**src/hw/rtl/spq_pkg.sv**
```systemverilog
package spq_pkg;

  typedef enum logic [1:0] {
    StDone  = 2'd0,
    StEmpty = 2'd1,
    StFull  = 2'd2
  } status_e;

  typedef enum logic {
    ReqInsert = 1'b0,
    ReqRemove = 1'b1
  } req_type_e;

  typedef struct packed {
    logic               req_type;
    logic signed [31:0] item_value;
    logic signed [31:0] item_priority;
  } req_t;

  typedef struct packed {
    logic [1:0]         status;
    logic signed [31:0] removed_value;
    logic [4:0]         entry_count;
    logic signed [31:0] front_value;
    logic signed [31:0] back_value;
  } rsp_t;

  typedef enum logic [2:0] {
    SIdle,
    SScan,
    SShift,
    SWrite,
    SFinish,
    SOut
  } state_e;

endpackage

```
**src/hw/rtl/spq_mem.sv**
```systemverilog
module spq_mem #(
  parameter int Depth = 16,
  parameter int AddrW = 4
) (
  input  logic             clk_i,
  input  logic             we_i,
  input  logic [AddrW-1:0] waddr_i,
  input  logic [63:0]      wdata_i,
  input  logic [AddrW-1:0] raddr_i,
  output logic [63:0]      rdata_o
);

  logic [63:0] mem [Depth];

  always_ff @(posedge clk_i) begin
    if (we_i) begin
      mem[waddr_i] <= wdata_i;
    end
    rdata_o <= mem[raddr_i];
  end

endmodule

```
**src/hw/rtl/sorted_priority_queue.sv**
```systemverilog
// Sorted priority queue of up to CAPACITY entries held in one synchronous
// memory, highest priority at address 0. Every request returns one response
// with status, removed value, count, front and back values. A remove from
// an empty queue and an insert into a full one go straight to SOut; any
// other remove passes through SFinish. An insert may scan for its position
// (SScan) and shift the lower entries down (SShift) before SWrite; the scan
// and the shift each move one entry per cycle through the memory's one read
// and one write port. The response is held in SOut while out_stall_i is
// high. The front and back values are tracked in registers; one request is
// worked on at a time.
module sorted_priority_queue #(
  parameter int CAPACITY = 16
) (
  input  logic          clk_i,
  input  logic          rst_ni,
  input  logic          in_valid_i,
  output logic          in_stall_o,
  input  spq_pkg::req_t in_data_i,
  output logic          out_valid_o,
  input  logic          out_stall_i,
  output spq_pkg::rsp_t out_data_o
);
  import spq_pkg::*;

  localparam int AW = (CAPACITY > 1) ? $clog2(CAPACITY) : 1;
  localparam int CW = $clog2(CAPACITY + 1);

  state_e state_q, state_d;
  req_t   req_q;
  logic [CW-1:0] cnt_q, cnt_d;
  logic [CW-1:0] pos_q, pos_d;
  logic [CW-1:0] idx_q, idx_d;
  logic signed [31:0] front_q, front_d, back_q, back_d;
  logic signed [31:0] fprio_q, fprio_d;
  rsp_t rsp_q, rsp_d;

  logic          we;
  logic [AW-1:0] waddr, raddr;
  logic [63:0]   wdata, rdata;

  spq_mem #(.Depth(CAPACITY), .AddrW(AW)) u_mem (
    .clk_i   (clk_i),
    .we_i    (we),
    .waddr_i (waddr),
    .wdata_i (wdata),
    .raddr_i (raddr),
    .rdata_o (rdata)
  );

  logic signed [31:0] rd_val, rd_pri;
  assign rd_val = rdata[63:32];
  assign rd_pri = rdata[31:0];

  assign in_stall_o  = (state_q != SIdle);
  assign out_valid_o = (state_q == SOut);
  assign out_data_o  = rsp_q;

  // Shift reads entry idx_q-1 and scan reads entry pos_q, the data returning in state SShift/SScan.
  always_comb begin
    state_d = state_q;
    cnt_d   = cnt_q;
    pos_d   = pos_q;
    idx_d   = idx_q;
    front_d = front_q;
    back_d  = back_q;
    fprio_d = fprio_q;
    rsp_d   = rsp_q;
    we      = 1'b0;
    waddr   = idx_q[AW-1:0];
    wdata   = rdata;
    raddr   = idx_q[AW-1:0];
    case (state_q)
      SIdle: begin
        if (in_valid_i) begin
          rsp_d = '0;
          if (in_data_i.req_type == ReqRemove) begin
            if (cnt_q == '0) begin
              rsp_d.status = StEmpty;
              state_d = SOut;
            end else begin
              rsp_d.removed_value = back_q;
              cnt_d = cnt_q - 1'b1;
              idx_d = cnt_q - CW'(2);
              raddr = AW'(cnt_q - CW'(2));
              state_d = SFinish;
            end
          end else if (cnt_q == CW'(CAPACITY)) begin
            rsp_d.status = StFull;
            rsp_d.entry_count = 5'(cnt_q);
            rsp_d.front_value = front_q;
            rsp_d.back_value  = back_q;
            state_d = SOut;
          end else if (cnt_q == '0 || in_data_i.item_priority > fprio_q) begin
            pos_d = '0;
            idx_d = cnt_q;
            state_d = (cnt_q == '0) ? SWrite : SShift;
            raddr = AW'(cnt_q - 1'b1);
          end else begin
            pos_d = CW'(1);
            raddr = AW'(1);
            state_d = SScan;
          end
        end
      end
      SScan: begin
        // rdata holds entry pos_q when pos_q < cnt_q
        if (pos_q < cnt_q && rd_pri > req_q.item_priority) begin
          pos_d = pos_q + 1'b1;
          raddr = AW'(pos_q + 1'b1);
        end else begin
          idx_d = cnt_q;
          raddr = AW'(cnt_q - 1'b1);
          state_d = (pos_q == cnt_q) ? SWrite : SShift;
        end
      end
      SShift: begin
        // rdata holds entry idx_q-1; move it to idx_q
        we    = 1'b1;
        waddr = idx_q[AW-1:0];
        wdata = rdata;
        if (idx_q == cnt_q) back_d = rd_val;
        idx_d = idx_q - 1'b1;
        raddr = AW'(idx_q - CW'(2));
        if (idx_q - 1'b1 == pos_q) state_d = SWrite;
      end
      SWrite: begin
        we    = 1'b1;
        waddr = pos_q[AW-1:0];
        wdata = {req_q.item_value, req_q.item_priority};
        if (pos_q == '0) begin
          front_d = req_q.item_value;
          fprio_d = req_q.item_priority;
        end
        if (pos_q == cnt_q) back_d = req_q.item_value;
        cnt_d = cnt_q + 1'b1;
        rsp_d.entry_count = 5'(cnt_q + 1'b1);
        rsp_d.front_value = (pos_q == '0) ? req_q.item_value : front_q;
        rsp_d.back_value  = (pos_q == cnt_q) ? req_q.item_value :
                            ((idx_q == cnt_q) ? back_q : back_d);
        state_d = SOut;
      end
      SFinish: begin
        // rdata holds new back entry (address cnt_q-1) if any
        rsp_d.entry_count = 5'(cnt_q);
        if (cnt_q == '0) begin
          front_d = '0;
          back_d  = '0;
        end else begin
          back_d = rd_val;
        end
        rsp_d.front_value = (cnt_q == '0) ? '0 : front_q;
        rsp_d.back_value  = (cnt_q == '0) ? '0 : rd_val;
        state_d = SOut;
      end
      SOut: begin
        if (!out_stall_i) state_d = SIdle;
      end
      default: state_d = SIdle;
    endcase
  end

  always_ff @(posedge clk_i or negedge rst_ni) begin
    if (!rst_ni) begin
      state_q <= SIdle;
      cnt_q   <= '0;
    end else begin
      state_q <= state_d;
      cnt_q   <= cnt_d;
    end
  end

  always_ff @(posedge clk_i) begin
    if (state_q == SIdle && in_valid_i) req_q <= in_data_i;
    pos_q   <= pos_d;
    idx_q   <= idx_d;
    front_q <= front_d;
    back_q  <= back_d;
    fprio_q <= fprio_d;
    rsp_q   <= rsp_d;
  end

endmodule

```
**config.mk**
```make
export PLATFORM = sky130hd
export DESIGN_NAME = sorted_priority_queue
export DESIGN_NICKNAME = d
export VERILOG_FILES = /design/src/hw/rtl/spq_pkg.sv /design/src/hw/rtl/spq_mem.sv /design/src/hw/rtl/sorted_priority_queue.sv
export SDC_FILE = /design/constraint.sdc
export NUM_CORES = 2
export LEC_CHECK = 0
export ABC_AREA = 1
export BUFFER_PORTS_ARGS = -buffer_cell sky130_fd_sc_hd__buf_2
export CAP_MARGIN = 5
export CORE_AREA = 2 2 386 388
export CTS_BUF_LIST = sky130_fd_sc_hd__clkbuf_4 sky130_fd_sc_hd__clkbuf_8 sky130_fd_sc_hd__clkbuf_16
export DETAILED_ROUTE_END_ITERATION = 8
export DIE_AREA = 0 0 388 390
export REMOVE_ABC_BUFFERS = 1
export SYNTH_ARGS = -nofsm -noshare
export SYNTH_HDL_FRONTEND = slang
export SYNTH_SLANG_ARGS = --single-unit
```
**constraint.sdc**
```tcl
create_clock -name clk_i -period 8.6 [get_ports clk_i]
set_input_delay 1.29 -clock clk_i [delete_from_list [all_inputs] [get_ports clk_i]]
set_output_delay 1.29 -clock clk_i [all_outputs]
set_load 0.05 [all_outputs]
```
======== Word-level counts from Yosys, hierarchy flattened ========
Memories as Yosys holds them, arrays and structs flattened. A register that Yosys moved wholly into a read port is not among the register bits.
Index checks and enable logic that the tools add are counted.
operators by class
  add/sub/neg operators ................... 6
  $lt $le $gt $ge ......................... 3
  mux-type cells .......................... 56
  reductions and logical operators ........ 24
  eq/ne operators ......................... 22
  bitwise operators ....................... 1
operators by type and width
  cell                   count
  $mux W32               7
  $mux W69               3
  $pmux W69 S3           1
  $pmux W32 S3           1
  $mux W5                13
  $gt A32 B32 Y1         2
  $mux W64               1
  $pmux W32 S2           1
  $mux W4                7
  $ne A2 B2 Y1 const B   10
  $pmux W5 S2            2
  $mux W3                6
  $eq A5 B5 Y1           3
  $pmux W3 S5            1
  $pmux W5 S3            1
  $pmux W4 S3            1
  $reduce_bool A3 Y1     4
  $add A5 B1 Y5 const B  2
  $logic_not A5 Y1       2
  $sub A5 B1 Y5 const B  2
  $ne A3 B3 Y1 const B   3
  $mux W1                8
  $reduce_and A2 Y1      4
  $reduce_and A4 Y1      2
  16 further kinds       25
storage, ports and cells
  RAM bits ................................ 1024
  output and inout bits ................... 105
  memories ................................ 1
  word-level logic and storage cells ...... 127
  bits of input ports ..................... 69
  bits in registers ....................... 281
memory list
  name       depth  bits a word  read ports  clocked after memory_dff  write ports  RTL line       text
  u_mem.mem  16     64           1           1                         1            spq_mem.sv:13  logic [63:0] mem [Depth];

======== Longest topological paths before layout ========
  depth in word-level cells ............... 7
  depth in mapped cells ................... 28

======== By module ========
A second synthesis with hierarchy kept.
second synthesis, totals
  cell total of the unflattened synthesis .. 5731
  area, all modules ....................... 60207.7 sq um
modules (own cells, without submodules)
  module                 area an instance (sq um)  cells an instance  times used  sequential area each (sq um)
  spq_mem                45235.9                   4212               1           32030.7
  sorted_priority_queue  14971.9                   1519               1           8398.1

======== Worst setup path before layout ========
Ideal clock, no wire load.
  kind .................................... input-to-reg
  start ................................... input port in_valid_i
  end ..................................... register u_mem.rdata_o[13], read port of u_mem.mem
  slack ................................... 1085 ps
  path buffers ............................ 2
  stages on the path ...................... 13
  required time ........................... 8486 ps
  setup time .............................. 114 ps
  data arrival time ....................... 7402 ps
  cell sequence ........................... inv_1 > nor2_1 > inv_1 > a221oi_2 > nand2_2 > nand2_4 > buf_4 > buf_2 > nand2_1 > nand3_1 > nand3_1 > nand3_1 > nand2_1
between the ends
  word-level cells in the longest chain between the ends .. 2
RTL lines
  item             RTL line                     text
  start, declared  sorted_priority_queue.sv:16  input logic in_valid_i,
  $mux W4          sorted_priority_queue.sv:74  if (in_valid_i) begin
  $pmux W4 S3      sorted_priority_queue.sv:72  case (state_q)
  end, declared    spq_mem.sv:10                output logic [63:0] rdata_o
No other way between the ends.
A chain may end at the register's enable or synchronous reset.

======== Final worst setup path ========
  start ................................... register cnt_q[1]
  end ..................................... register u_mem.rdata_o[61], read port of u_mem.mem
between the ends
  word-level cells in the longest chain between the ends .. 7
  elaborated cells between the ends (all ways) .. 14
RTL lines
  item                                                                   RTL line                      text
  start, declared                                                        sorted_priority_queue.sv:30   logic [CW-1:0] cnt_q, cnt_d;
  start signal, assigned                                                 sorted_priority_queue.sv:168  cnt_q <= cnt_d;
  parallel branches: the longest is 6 deep, another holds $sub A5 B1 Y5  -
  $pmux W4 S3 *                                                          sorted_priority_queue.sv:72
Mark *: on every way between the ends.

==> key figures <==
Clock network
  – Post-CTS Setup Bufs: 0
  – Clock-pin transition on the worst setup and hold timing paths: around 0.060 ns
  – Post-CTS resize count: 0
  – Hold buffer count at cts: 0
  – TritonCTS clock tree: done
  – Clock root buffer master: sky130_fd_sc_hd__clkbuf_16
  – Clk sinks: around 1400
  – TritonCTS Buffers: around 150
  – Number of H-tree levels: 4
  – Buffer levels on the longest clock path: 3
  – Clock network latency to the later pin of the worst-skew pair: between 0.7 and 0.8 ns

Synthesis
  – Biggest area consumer among synthesized cells: sky130_fd_sc_hd__edfxtp_1
  – Unique masters post-synth: 42
  – Mux contribution to synthesized area: 0%
  – Mapped Cells: 5515
  – Simple-gate portion of the synthesized area: a little over a fifth
  – Synth Area in Adders: ~1.6%
  – Number of warning messages in the yosys log: 0
  – Top-area cell type share of the netlist area: approximately two thirds
  – Xor/xnor share of the synthesized area: less than 1%
  – Post-Syn Area: around 60000 sq um
  – Post-synthesis compound-gate area fraction: about 3.1%
  – Sequential share of the synthesized area: 67.5%
  – Ranking of synthesized cells by area: sky130_fd_sc_hd__edfxtp_1 65%, sky130_fd_sc_hd__nand2_1 8.8%, sky130_fd_sc_hd__nand3_1 8.5%
  – Avg Synthesized Cell Area: about 11 sq um
  – Synth Register Bits: ~1400
  – Dominant combinational cell family by area after synthesis: simple AND/OR/NAND/NOR gates

Worst setup path
  – Top fanout value on the critical path: 126
  – Reg-to-reg setup timing slack: 2.29 ns
  – Worst setup EP type: flop
  – Path type of the worst setup path: flop to flop
  – Endpoint arrival time on the critical path: 6.98 ns
  – Worst setup SP type: flop
  – Data required, critical path: a little over 9 ns
  – Number of cell instances on the worst register-to-register path: 17

Die
  – Area of the core region: 147000 sq um
  – Die width: 388 um
  – Number of core rows: between 100 and 150
  – Die area: 151000 sq um
  – Starting Density: 40.7%
  – Top-level I/O count: 174
  – DIE HEIGHT: approximately 390 um

Finish
  – Commonest cells after routing, fill and taps aside: 1400 x sky130_fd_sc_hd__nand2_1, 1297 x sky130_fd_sc_hd__edfxtp_1, 1012 x sky130_fd_sc_hd__nand3_1, 537 x sky130_fd_sc_hd__inv_1, 192 x sky130_fd_sc_hd__nand3b_1
  – Final instance count without filler cells: 7685
  – Net total in the final layout: between 5000 and 6000
  – Fraction of layout instances using a drive strength above 1: a little over a tenth
  – Area of the multi-input gates: approximately 16000 sq um
  – Footprint of the flip-flops and latches: ~40000 sq um
  – Commonest non-fill, non-tap cell in the layout: sky130_fd_sc_hd__nand2_1
  – Area growth from synthesis to final layout: 13.3%
  – Final-layout fill cell count: around 13000
  – Design Area, Final: just under 70000 sq um

Timing
  – Worst slew slack as a fraction of its limit: 16.9%
  – Setup repair after global routing missed its margin: no
  – Number of hold-slack violations in the final timing report: 0
  – Max-slew violation count: 0
  – Min cycle time layout: ~6.3 ns
  – Tcrit/Tclk final: approximately three quarters
  – Highest attainable clock frequency: roughly 0.16 GHz
  – Transition time at the pin with the least slew margin: about 1.2 ns
  – Number of failing setup endpoints in the final timing report: 0
  – Post-Route Skew: approximately 0.037 ns

Route
  – Number of vias in the routed layout: just over 40000
  – Number of iterations in the first detailed-routing pass: 6
  – Count of antenna-violating nets left after detailed routing: 0
  – WL per Instance: 21.2 um
  – DRC violation count after routing: 0
  – DRT iter0 DRCs: 4022
  – Total length of routed wires: between 150000 and 200000 um
  – Routed vias/inst: between 5 and 6

Global route
  – First-pass GRT wire length: roughly 240000 um
  – Overflow left after global routing: 0
  – Via count of the first global-routing pass: around 40000
  – Pin count of the biggest net entering global routing: approximately 170
  – All-Layer GR Usage: about a fifth
  – Initial antenna violation count: 4

Worst hold path
  – Tightest Hold Check Type: input port to asynchronous set/reset pin

Placed design
  – Placed Cells incl. Taps: about 7400
  – HPWL after DPL: 84100 um
  – Final GP Congestion: 0.880
  – Port buffer count: 173
  – Area post-placement: roughly 63000 sq um

Flow run
  – Number of max-capacitance violations reported: 0

Outcome
  – Status: complete, no violations
[cells in the mapped netlist (all sizes together)]
cell       n
nand2   1406
edfxtp  1297
nand3   1014
inv      551
buf      267
nand3b   192
o21ai    172
nor2     137
ha        79
a21oi     73
clkbuf    68
dfxtp     64
nor3      36
o211ai    35
a31oi     34
or2       32
nand4     12
xor2       9
dfrtp      8
o221ai     5
xnor2      5
a221oi     4
o21a       3
a211oi     2
a21o       2
o22ai      2
a311oi     1
and3       1
clkinv     1
nor4       1
o21bai     1
o31ai      1
[sequential cells by signal, indices dropped and copies added (netlist names)]
name and flops:
state_q 3, back_q 32, out_data_o 103, front_q 32
fprio_q 32, req_q 64, u_mem.rdata_o 64, cnt_q 5
idx_q 5, u_mem.mem 1024, pos_q 5
[logic make-up after synthesis]
logic type | Yosys count
AND/OR/NAND/NOR | 2831
flip-flops | 1369
buffers and inverters | 887
AO/OA/AOI/OAI | 335
adder cells (fa/ha/maj) | 79
XOR/XNOR | 14
[per-layer routing]
metal,share of wire [%],wire [um],up-vias,track usage (%)
li1,-,-,19200,-
met1,43,70600,20200,29.3
met2,47,76200,1626,34.4
met3,7.8,12700,224,3.58
met4,2.2,3660,2,6.04
met5,0.0080,13,-,0
[critical path, stage by stage (launching register included)]
cell	delay, ns
sky130_fd_sc_hd__dfrtp_1	0.47
sky130_fd_sc_hd__inv_1	0.25
sky130_fd_sc_hd__ha_1	0.25
sky130_fd_sc_hd__nand2_2	0.14
sky130_fd_sc_hd__nor2_4	0.09
sky130_fd_sc_hd__buf_4	0.52
sky130_fd_sc_hd__inv_2	0.59
sky130_fd_sc_hd__nand2_4	0.74
sky130_fd_sc_hd__inv_2	0.13
sky130_fd_sc_hd__a221oi_2	0.48
sky130_fd_sc_hd__nand2_8	0.44
sky130_fd_sc_hd__nand2_8	0.78
sky130_fd_sc_hd__buf_12	0.54
sky130_fd_sc_hd__nand2_1	0.11
sky130_fd_sc_hd__nand3_1	0.11
sky130_fd_sc_hd__nand3_1	0.09
sky130_fd_sc_hd__nand3_1	0.13
sky130_fd_sc_hd__nand2_1	0.07
[cell type report]
cell class              count  area share, %
flip-flops and latches   1369           59.5
clock inverters            63          0.884
clock buffers             214           6.48
diodes                      1        0.00369
repair buffers            297           2.81
inverters                 552           3.08
well taps                1930           3.56
multi-input cells        3259           23.7
[path summary, 6_finish.rpt]
path                       startpoint                 to
max                          cnt_q[1]  u_mem.rdata_o[61]
min                            rst_ni           cnt_q[1]
max reg2reg                  cnt_q[1]  u_mem.rdata_o[61]
min reg2reg                 req_q[19]        fprio_q[19]
max in group asynchronous      rst_ni         state_q[2]
min in group clk_i          req_q[19]        fprio_q[19]
[stage by stage]
step | utilization (%) | TNS (ns) | hold WS, ns | setup slack, ns
3_5_place_dp | 42.8 | 0 | 0.438 | 2.05
6_report | 46.2 | 0 | 0.354 | 2.29
5_1_grt | 46.2 | 0 | 0.331 | 2.10
4_1_cts | 46.2 | 0 | 0.310 | 2.47
3_3_place_gp | 42.8 | 0 | 0.436 | 2.00
2_1_floorplan | - | -800.13 | 0.426 | -6.76
Power is left out: the tool's default activity adds up to more than one toggle a clock period on the data nets, which glitch-free logic cannot reach.
